## src/sv/csfw_pkg.sv

```systemverilog
// ----------------------------------------------------------------------------
// csfw_pkg
// Shared types and constants of the counting semaphore with a waiter queue.
// ----------------------------------------------------------------------------
`timescale 1ns / 1ps
`default_nettype none

package csfw_pkg;

   localparam int CMD_W    = 2;
   localparam int TASK_W   = 8;
   localparam int STATUS_W = 3;
   localparam int TOKEN_W  = 16;
   localparam int LIMIT_W  = 5;
   localparam int CSR_IDX_W = 1;

   localparam int DEF_QUEUE_DEPTH = 16;
   localparam int DEF_MAX_COUNT   = 65535;

   localparam logic [LIMIT_W-1:0] RESET_WAIT_LIMIT = 5'd16;

   localparam logic [CSR_IDX_W-1:0] CSR_START_COUNT = 1'd0;
   localparam logic [CSR_IDX_W-1:0] CSR_WAIT_LIMIT  = 1'd1;

   typedef enum logic [CMD_W-1:0] {
      CMD_WAIT    = 2'd0,
      CMD_TRYWAIT = 2'd1,
      CMD_SIGNAL  = 2'd2,
      CMD_QUERY   = 2'd3
   } cmd_type;

   typedef enum logic [STATUS_W-1:0] {
      STATUS_GRANTED  = 3'd0,
      STATUS_BLOCKED  = 3'd1,
      STATUS_REFUSED  = 3'd2,
      STATUS_COUNTED  = 3'd3,
      STATUS_HANDED   = 3'd4,
      STATUS_OVERFLOW = 3'd5,
      STATUS_QUERY    = 3'd6
   } status_type;

   typedef enum logic [0:0] {
      ST_IDLE = 1'b0,
      ST_EXEC = 1'b1
   } state_type;

   typedef struct packed {
      logic load_req;
      logic commit;
   } ctl_type;

endpackage

`default_nettype wire

```

## src/sv/csfw_ctrl.sv

```systemverilog
// ----------------------------------------------------------------------------
// csfw_ctrl
// Sequencer: takes a command, waits for the result register, then commits.
// ----------------------------------------------------------------------------
`timescale 1ns / 1ps
`default_nettype none

module csfw_ctrl (
   input  wire logic               clock,
   input  wire logic               reset,
   input  wire logic               req_valid,
   output logic                    req_stall,
   output logic                    rsp_valid,
   input  wire logic               rsp_stall,
   output csfw_pkg::ctl_type       ctl
);

   csfw_pkg::state_type state_ff, state_in;
   logic                rsp_valid_ff, rsp_valid_in;
   logic                out_free;

   assign out_free  = !rsp_valid_ff || !rsp_stall;
   assign rsp_valid = rsp_valid_ff;

   always_ff @(posedge clock) begin
      if (reset) begin
         state_ff     <= csfw_pkg::ST_IDLE;
         rsp_valid_ff <= 1'b0;
      end else begin
         state_ff     <= state_in;
         rsp_valid_ff <= rsp_valid_in;
      end
   end

   always_comb begin
      state_in     = state_ff;
      req_stall    = 1'b1;
      ctl.load_req = 1'b0;
      ctl.commit   = 1'b0;
      unique case (state_ff)
         csfw_pkg::ST_IDLE: begin
            req_stall = 1'b0;
            if (req_valid) begin
               ctl.load_req = 1'b1;
               state_in     = csfw_pkg::ST_EXEC;
            end
         end
         csfw_pkg::ST_EXEC: begin
            if (out_free) begin
               ctl.commit = 1'b1;
               state_in   = csfw_pkg::ST_IDLE;
            end
         end
         default: state_in = csfw_pkg::ST_IDLE;
      endcase
      rsp_valid_in = ctl.commit || (rsp_valid_ff && rsp_stall);
   end

endmodule

`default_nettype wire

```

## src/sv/csfw_datapath.sv

```systemverilog
// ----------------------------------------------------------------------------
// csfw_datapath
// Token counter, waiter queue memory with pointers, and the result register.
// ----------------------------------------------------------------------------
`timescale 1ns / 1ps
`default_nettype none

module csfw_datapath #(
   parameter int QUEUE_DEPTH = csfw_pkg::DEF_QUEUE_DEPTH,
   parameter int MAX_COUNT   = csfw_pkg::DEF_MAX_COUNT,
   localparam int IDX_W  = (QUEUE_DEPTH > 1) ? $clog2(QUEUE_DEPTH) : 1,
   localparam int FILL_W = $clog2(QUEUE_DEPTH + 1)
) (
   input  wire logic                              clock,
   input  wire logic                              reset,
   input  wire csfw_pkg::ctl_type                 ctl,
   input  wire logic [csfw_pkg::CMD_W-1:0]        req_command,
   input  wire logic [csfw_pkg::TASK_W-1:0]       req_task_id,
   input  wire logic                              csr_valid,
   input  wire logic [csfw_pkg::CSR_IDX_W-1:0]    csr_index,
   input  wire logic [csfw_pkg::TOKEN_W-1:0]      csr_wdata,
   output logic [csfw_pkg::STATUS_W-1:0]          rsp_status,
   output logic                                   rsp_woken_valid,
   output logic [csfw_pkg::TASK_W-1:0]            rsp_woken_task,
   output logic [csfw_pkg::TOKEN_W-1:0]           rsp_tokens_now,
   output logic [FILL_W-1:0]                      rsp_waiters_now
);

   localparam int TOKEN_W = csfw_pkg::TOKEN_W;
   localparam int TASK_W  = csfw_pkg::TASK_W;
   localparam int LIMIT_W = csfw_pkg::LIMIT_W;
   localparam int SUM_W   = IDX_W + 1;
   localparam int CMP_W   = (FILL_W > LIMIT_W) ? FILL_W : LIMIT_W;
   localparam logic [TOKEN_W-1:0] COUNT_CAP =
      (MAX_COUNT < 65535) ? TOKEN_W'(MAX_COUNT) : {TOKEN_W{1'b1}};
   localparam logic [IDX_W-1:0]  LAST_IDX   = IDX_W'(QUEUE_DEPTH - 1);
   localparam logic [FILL_W-1:0] DEPTH_FILL = FILL_W'(QUEUE_DEPTH);
   localparam logic [SUM_W-1:0]  DEPTH_SUM  = SUM_W'(QUEUE_DEPTH);

   logic [TASK_W-1:0]     waiter_mem [QUEUE_DEPTH];
   logic [TASK_W-1:0]     rdata_ff;

   csfw_pkg::cmd_type     cmd_ff;
   logic [TASK_W-1:0]     task_ff;
   logic [TOKEN_W-1:0]    token_ff, token_in, tok_nx;
   logic [IDX_W-1:0]      head_ff, head_in, head_nx, tail;
   logic [FILL_W-1:0]     fill_ff, fill_in, fill_nx;
   logic [LIMIT_W-1:0]    limit_ff, limit_in;
   logic [SUM_W-1:0]      tail_sum;
   logic                  free_token, full, push, handed;
   csfw_pkg::status_type  st;
   logic [TOKEN_W-1:0]    load_value;

   logic [csfw_pkg::STATUS_W-1:0] status_ff;
   logic                          woken_valid_ff;
   logic [TASK_W-1:0]             woken_task_ff;
   logic [TOKEN_W-1:0]            tokens_now_ff;
   logic [FILL_W-1:0]             waiters_now_ff;

   assign free_token = (token_ff != '0) && (fill_ff == '0);
   assign full       = (CMP_W'(fill_ff) >= CMP_W'(limit_ff)) || (fill_ff >= DEPTH_FILL);
   assign tail_sum   = {1'b0, head_ff} + SUM_W'(fill_ff);
   assign tail       = (tail_sum >= DEPTH_SUM) ? IDX_W'(tail_sum - DEPTH_SUM)
                                               : IDX_W'(tail_sum);
   assign load_value = (csr_wdata > COUNT_CAP) ? COUNT_CAP : csr_wdata;

   always_comb begin
      tok_nx  = token_ff;
      fill_nx = fill_ff;
      head_nx = head_ff;
      push    = 1'b0;
      handed  = 1'b0;
      st      = csfw_pkg::STATUS_QUERY;
      unique case (cmd_ff)
         csfw_pkg::CMD_WAIT: begin
            if (free_token) begin
               tok_nx = token_ff - TOKEN_W'(1);
               st     = csfw_pkg::STATUS_GRANTED;
            end else if (full) begin
               st = csfw_pkg::STATUS_OVERFLOW;
            end else begin
               push    = 1'b1;
               fill_nx = fill_ff + FILL_W'(1);
               st      = csfw_pkg::STATUS_BLOCKED;
            end
         end
         csfw_pkg::CMD_TRYWAIT: begin
            if (free_token) begin
               tok_nx = token_ff - TOKEN_W'(1);
               st     = csfw_pkg::STATUS_GRANTED;
            end else begin
               st = csfw_pkg::STATUS_REFUSED;
            end
         end
         csfw_pkg::CMD_SIGNAL: begin
            if (fill_ff != '0) begin
               handed  = 1'b1;
               head_nx = (head_ff == LAST_IDX) ? '0 : head_ff + IDX_W'(1);
               fill_nx = fill_ff - FILL_W'(1);
               st      = csfw_pkg::STATUS_HANDED;
            end else begin
               if (token_ff < COUNT_CAP) begin
                  tok_nx = token_ff + TOKEN_W'(1);
               end
               st = csfw_pkg::STATUS_COUNTED;
            end
         end
         csfw_pkg::CMD_QUERY: begin
            st = csfw_pkg::STATUS_QUERY;
         end
         default: st = csfw_pkg::STATUS_QUERY;
      endcase
   end

   always_comb begin
      token_in = ctl.commit ? tok_nx  : token_ff;
      fill_in  = ctl.commit ? fill_nx : fill_ff;
      head_in  = ctl.commit ? head_nx : head_ff;
      limit_in = limit_ff;
      if (csr_valid) begin
         priority if (csr_index == csfw_pkg::CSR_START_COUNT) begin
            token_in = load_value;
         end else if (csr_index == csfw_pkg::CSR_WAIT_LIMIT) begin
            limit_in = csr_wdata[LIMIT_W-1:0];
         end
      end
   end

   always_ff @(posedge clock) begin
      if (reset) begin
         token_ff <= '0;
         fill_ff  <= '0;
         head_ff  <= '0;
         limit_ff <= csfw_pkg::RESET_WAIT_LIMIT;
      end else begin
         token_ff <= token_in;
         fill_ff  <= fill_in;
         head_ff  <= head_in;
         limit_ff <= limit_in;
      end
   end

   always_ff @(posedge clock) begin
      if (ctl.load_req) begin
         cmd_ff  <= csfw_pkg::cmd_type'(req_command);
         task_ff <= req_task_id;
      end
   end

   always_ff @(posedge clock) begin
      if (ctl.commit && push) begin
         waiter_mem[tail] <= task_ff;
      end
      rdata_ff <= waiter_mem[head_ff];
   end

   always_ff @(posedge clock) begin
      if (ctl.commit) begin
         status_ff      <= st;
         woken_valid_ff <= handed;
         woken_task_ff  <= handed ? rdata_ff : '0;
         tokens_now_ff  <= tok_nx;
         waiters_now_ff <= fill_nx;
      end
   end

   assign rsp_status      = status_ff;
   assign rsp_woken_valid = woken_valid_ff;
   assign rsp_woken_task  = woken_task_ff;
   assign rsp_tokens_now  = tokens_now_ff;
   assign rsp_waiters_now = waiters_now_ff;

endmodule

`default_nettype wire

```

## src/sv/counting_semaphore_fifo_waiters.sv

```systemverilog
// ----------------------------------------------------------------------------
// counting_semaphore_fifo_waiters
// Counting semaphore whose blocked tasks wait in a first-in first-out queue.
// ----------------------------------------------------------------------------
//  Channel | Ports                                   | Direction
//  --------+-----------------------------------------+----------
//  req     | req_valid, req_stall, command, task_id  | in
//  rsp     | rsp_valid, rsp_stall, status .. waiters | out
//  csr     | csr_valid, csr_ready, index, wdata      | in
//
// Each command goes through two steps: capture, which registers it and reads the
// queue head from the waiter memory, and commit. The memory read is registered.
// A new command is taken while the previous result still waits for transfer;
// that command then holds the input stalled until the result register is free.
// Reset loads the count with zero, empties the queue and sets the queue limit to 16.
// ----------------------------------------------------------------------------
`timescale 1ns / 1ps
`default_nettype none

module counting_semaphore_fifo_waiters #(
   parameter int QUEUE_DEPTH = csfw_pkg::DEF_QUEUE_DEPTH,
   parameter int MAX_COUNT   = csfw_pkg::DEF_MAX_COUNT,
   localparam int FILL_W = $clog2(QUEUE_DEPTH + 1)
) (
   input  wire logic                              clock,
   input  wire logic                              reset,
   input  wire logic                              req_valid,
   output logic                                   req_stall,
   input  wire logic [csfw_pkg::CMD_W-1:0]        req_command,
   input  wire logic [csfw_pkg::TASK_W-1:0]       req_task_id,
   output logic                                   rsp_valid,
   input  wire logic                              rsp_stall,
   output logic [csfw_pkg::STATUS_W-1:0]          rsp_status,
   output logic                                   rsp_woken_valid,
   output logic [csfw_pkg::TASK_W-1:0]            rsp_woken_task,
   output logic [csfw_pkg::TOKEN_W-1:0]           rsp_tokens_now,
   output logic [FILL_W-1:0]                      rsp_waiters_now,
   input  wire logic                              csr_valid,
   output logic                                   csr_ready,
   input  wire logic [csfw_pkg::CSR_IDX_W-1:0]    csr_index,
   input  wire logic [csfw_pkg::TOKEN_W-1:0]      csr_wdata
);

   csfw_pkg::ctl_type ctl;

   assign csr_ready = 1'b1;

   csfw_ctrl u_ctrl (
      .clock     (clock),
      .reset     (reset),
      .req_valid (req_valid),
      .req_stall (req_stall),
      .rsp_valid (rsp_valid),
      .rsp_stall (rsp_stall),
      .ctl       (ctl)
   );

   csfw_datapath #(
      .QUEUE_DEPTH (QUEUE_DEPTH),
      .MAX_COUNT   (MAX_COUNT)
   ) u_datapath (
      .clock           (clock),
      .reset           (reset),
      .ctl             (ctl),
      .req_command     (req_command),
      .req_task_id     (req_task_id),
      .csr_valid       (csr_valid && csr_ready),
      .csr_index       (csr_index),
      .csr_wdata       (csr_wdata),
      .rsp_status      (rsp_status),
      .rsp_woken_valid (rsp_woken_valid),
      .rsp_woken_task  (rsp_woken_task),
      .rsp_tokens_now  (rsp_tokens_now),
      .rsp_waiters_now (rsp_waiters_now)
   );

endmodule

`default_nettype wire

```

## config.mk

```make
export PLATFORM = sky130hd
export DESIGN_NAME = counting_semaphore_fifo_waiters
export DESIGN_NICKNAME = d
export VERILOG_FILES = /design/src/sv/csfw_pkg.sv /design/src/sv/csfw_ctrl.sv /design/src/sv/csfw_datapath.sv /design/src/sv/counting_semaphore_fifo_waiters.sv
export SDC_FILE = /design/constraint.sdc
export NUM_CORES = 1
export LEC_CHECK = 0
export ABC_CLOCK_PERIOD_IN_PS = 2700
export BUFFER_PORTS_ARGS = -buffer_cell sky130_fd_sc_hd__clkbuf_2
export CORE_MARGIN = 3
export CORE_UTILIZATION = 25
export DETAILED_ROUTE_END_ITERATION = 10
export SLEW_MARGIN = 0
export SYNTH_ARGS = -nofsm -noshare
export SYNTH_HDL_FRONTEND = slang
export SYNTH_SLANG_ARGS = --single-unit
```

## constraint.sdc

```tcl
create_clock -name clock -period 2.7 [get_ports clock]
set_input_delay 0.135 -clock clock [delete_from_list [all_inputs] [get_ports clock]]
set_output_delay 0.135 -clock clock [all_outputs]
set_load 0.05 [all_outputs]
```

==> metrics.md <==
| Metric | Value |
|---|---|
| Status | `finished clean` |
| Required @ worst endpoint | `3.11 ns` |
| Final Setup Violations | `0` |
| Fin crit share | `91.1%` |
| Commonest non-fill, non-tap cell in the layout | `edfxtp_1` |
| CP Class | `reg -> reg` |
| FF-to-FF Start | `u_datapath.token_ff[4]$_SDFF_PP0_` |
| Deepest clock path buffer count | `3` |
| Die extent in y | `204 um` |
| Fraction of layout instances using a drive strength above 1 | `26.5%` |
| Worst setup SP type | `register` |
| Least-Margin Pin Slew | `0.767 ns` |
| Placer Congestion | `0.865` |
| Rows | `71` |
| CTS tree | `done` |
| CTS Root Buffer Type | `clkbuf_16` |
| Io pins | `68` |
| Post-placement cell area | `11000 sq um` |
| Hold EP | `u_ctrl.rsp_valid$_SDFF_PP0_` |
| HPWL Detailed | `16800 um` |
| FF-to-FF End | `u_datapath.token_ff[3]$_SDFF_PP0_` |
| Clock tree sinks | `211` |
| Die Width | `204 um` |
| Clock slew at reported path FFs | `0.06 ns` |
| Mapped Area | `9810 sq um` |
| FF-to-FF setup slack | `0.24 ns` |
| Final setup TNS | `0 ns` |
| Port Buf Inserts | `66` |
| Wire per inst | `17.3 um` |
| First-pass GRT wire length | `38100 um` |
| Slew headroom | `48.9%` |
| Synth Instances | `720` |
| Vias | `6607` |
| Initial core utilization | `25.7%` |
| ANT nets after route | `0` |
| CP Max Fanout | `12` |
| Postcts setup bufs | `0` |
| Overflow after GRT | `0` |
| Worst VDD drop | `356 uV` |
| Unrepaired setup endpoints after global routing | `no` |
| Leak | `4.16 nW` |
| DR DRC count | `0` |
| Final max-slew violation count | `0` |
| Maxcap violations | `0` |
| Via count of the first global-routing pass | `6548` |
| F_max | `0.407 GHz` |
| # diodes | `0` |
| Dominant cells by area after synthesis | `edfxtp_1 (52%), mux4_2 (9.2%), dfxtp_1 (8.2%)` |
| Largest net degree at the start of global routing | `38` |
| Ys Warns | `0` |
| Final Skew | `0.00767 ns` |
| Register area share after synthesis | `60.5%` |
| Drt first pass iters | `4` |
| Vias per cell | `4.77` |
| Worst setup EP type | `register` |
| Mean Syn Cell Area | `13.6 sq um` |
| Synth-to-layout area growth | `23.9%` |
| Synth area leader | `edfxtp_1` |
| Hold Crit Class | `in -> reg` |
| Setup WS post-layout | `0.241 ns` |
| Synthesized flop and latch total | `211` |
| CTS Buf Count | `23` |
| Setup slack at placement | `0.169 ns` |
| Synth cell types | `73` |
| R2r worst-path depth | `5` |
| Share of the synthesized area in the top cell type | `52.3%` |
| First DRT Iteration DRCs | `534` |
| Number of nets in the layout | `905` |
| Final Hold Fails | `0` |
| Htree depth | `1` |
| Final Instance Area | `12200 sq um` |
| Total die area | `41700 sq um` |
| Main synth FF type | `edfxtp_1` |
| Fin crit period | `2.46 ns` |
| Number of synthesized flops with an enable pin | `171` |
| Final WL | `24000 um` |
| Pwr dens | `698 nW/um^2` |
| Worst skew pair latency | `0.52 ns` |
| Hold Crit Start | `reset` |
| Asr flop ratio synth | `0%` |
| Initial antenna violation count | `0` |
| Most frequent cells in the layout | `edfxtp_1 (171), clkbuf_2 (66), buf_4 (64), nor2_1 (47), mux4_2 (40)` |
| Worst path arrival time | `2.86 ns` |
| Net Count, Synth | `768` |
| GRT Util Overall | `11.4%` |
| Core footprint | `38200 sq um` |
| Hold Path Stages | `3` |
-- final cells by class --
| class | count | area (sq um) |
|---|---|---|
| flip-flops and latches | 211 | 5940 |
| fillers | 3801 | 26000 |
| well taps | 511 | 639 |
| clock inverters | 17 | 218 |
| inverters | 17 | 63.8 |
| repair buffers | 164 | 1160 |
| multi-input cells | 440 | 3550 |
| clock buffers | 25 | 583 |
-- synth_stat cells (all sizes together) (9+ instances only) --
master	n
a211oi	15
a21oi	24
and2	11
and3	9
buf	19
clkbuf	31
dfxtp	40
edfxtp	171
ha	15
inv	17
mux4	40
nand2	36
nand3	28
nor2	47
nor3	21
nor4	16
o211ai	10
o21ai	26
or4	11
xnor2	11
-- kinds of logic (layout without fill, tap and decap cells) --
logic type / after synthesis / after routing / share of synthesized area, %
adder cells (fa/ha/maj): 16 / 16 / 2.12
flip-flops: 211 / 211 / 60.5
buffers and inverters: 69 / 223 / 3.37
AO/OA/AOI/OAI: 140 / 140 / 10.1
XOR/XNOR: 18 / 18 / 1.61
multiplexers: 47 / 47 / 9.89
AND/OR/NAND/NOR: 218 / 218 / 12.4
other: 1 / 1 / 0.0382
-- through the flow --
step | utilization (%) | power (mW) | hold slack (ns) | cells
after floorplan | - | 4.76 | 0.234 | 720
after global placement | 28.8 | 5.17 | 0.317 | 1310
after detailed placement | 28.8 | 5.19 | 0.314 | 1310
after CTS | 31.8 | 8.59 | 0.0628 | 1385
after global routing | 31.8 | 8.85 | 0.0841 | 1385
final | 31.8 | 8.49 | 0.0822 | 1385
-- sequential cells by signal, indices dropped and copies added, names as in the netlist, 4 cells and up --
name / flops
u_datapath.rsp_waiters_now: 5
u_datapath.token_ff: 16
u_datapath.rsp_tokens_now: 16
u_datapath.fill_ff: 5
u_datapath.head_ff: 4
u_datapath.task_ff: 8
u_datapath.rdata_ff: 8
u_datapath.limit_ff: 5
u_datapath.waiter_mem: 128
u_datapath.rsp_woken_task: 8
-- worst max-delay path, cell delays in order, from the launching register on --
cell	delay (ns)
dfxtp_1	0.43
or4_1	0.62
nor4_4	0.57
nor3_2	0.10
or4_1	0.48
o2111a_1	0.15
-- what timing repair did --
action	in CTS	in global routing
hold buffers	33	0
setup endpoints to repair	0	66
endpoints found under the hold margin	31	0
resized for setup	0	4
-- per-layer routing --
metal | GRT usage (%) | part of all wire, % | up-vias | routed length (um)
li1 | - | - | 3123 | -
met1 | 16.8 | 48 | 3240 | 11500
met2 | 17.4 | 44 | 212 | 10600
met3 | 1.62 | 5.4 | 32 | 1290
met4 | 3.27 | 2.3 | 0 | 561
met5 | 0 | 0 | - | 0
-- how the worst max path moves through the flow --
stage	start	endpoint	slack, ns
floorplan	u_datapath.fill_ff[0]$_SDFFE_PP0P_	u_datapath.waiter_mem[12][0]$_DFFE_PP_	-0.25
global placement	u_datapath.fill_ff[0]$_SDFFE_PP0P_	u_datapath.waiter_mem[0][3]$_DFFE_PP_	0.16
detailed placement	u_datapath.fill_ff[3]$_SDFFE_PP0P_	u_datapath.waiter_mem[0][3]$_DFFE_PP_	0.17
CTS	u_datapath.fill_ff[3]$_SDFFE_PP0P_	u_datapath.waiter_mem[0][5]$_DFFE_PP_	0.14
global route	u_datapath.fill_ff[1]$_SDFFE_PP0P_	u_datapath.token_ff[12]$_SDFF_PP0_	0.03
finish	u_datapath.token_ff[4]$_SDFF_PP0_	u_datapath.token_ff[3]$_SDFF_PP0_	0.24
-- where the power goes --
part	internal, mW	switching (mW)	leakage [nW]
registers	3.66	0.100	1.89
clock network	2.04	1.28	0.395
logic	0.518	0.893	1.87
Power figures use the tool's default switching activity.
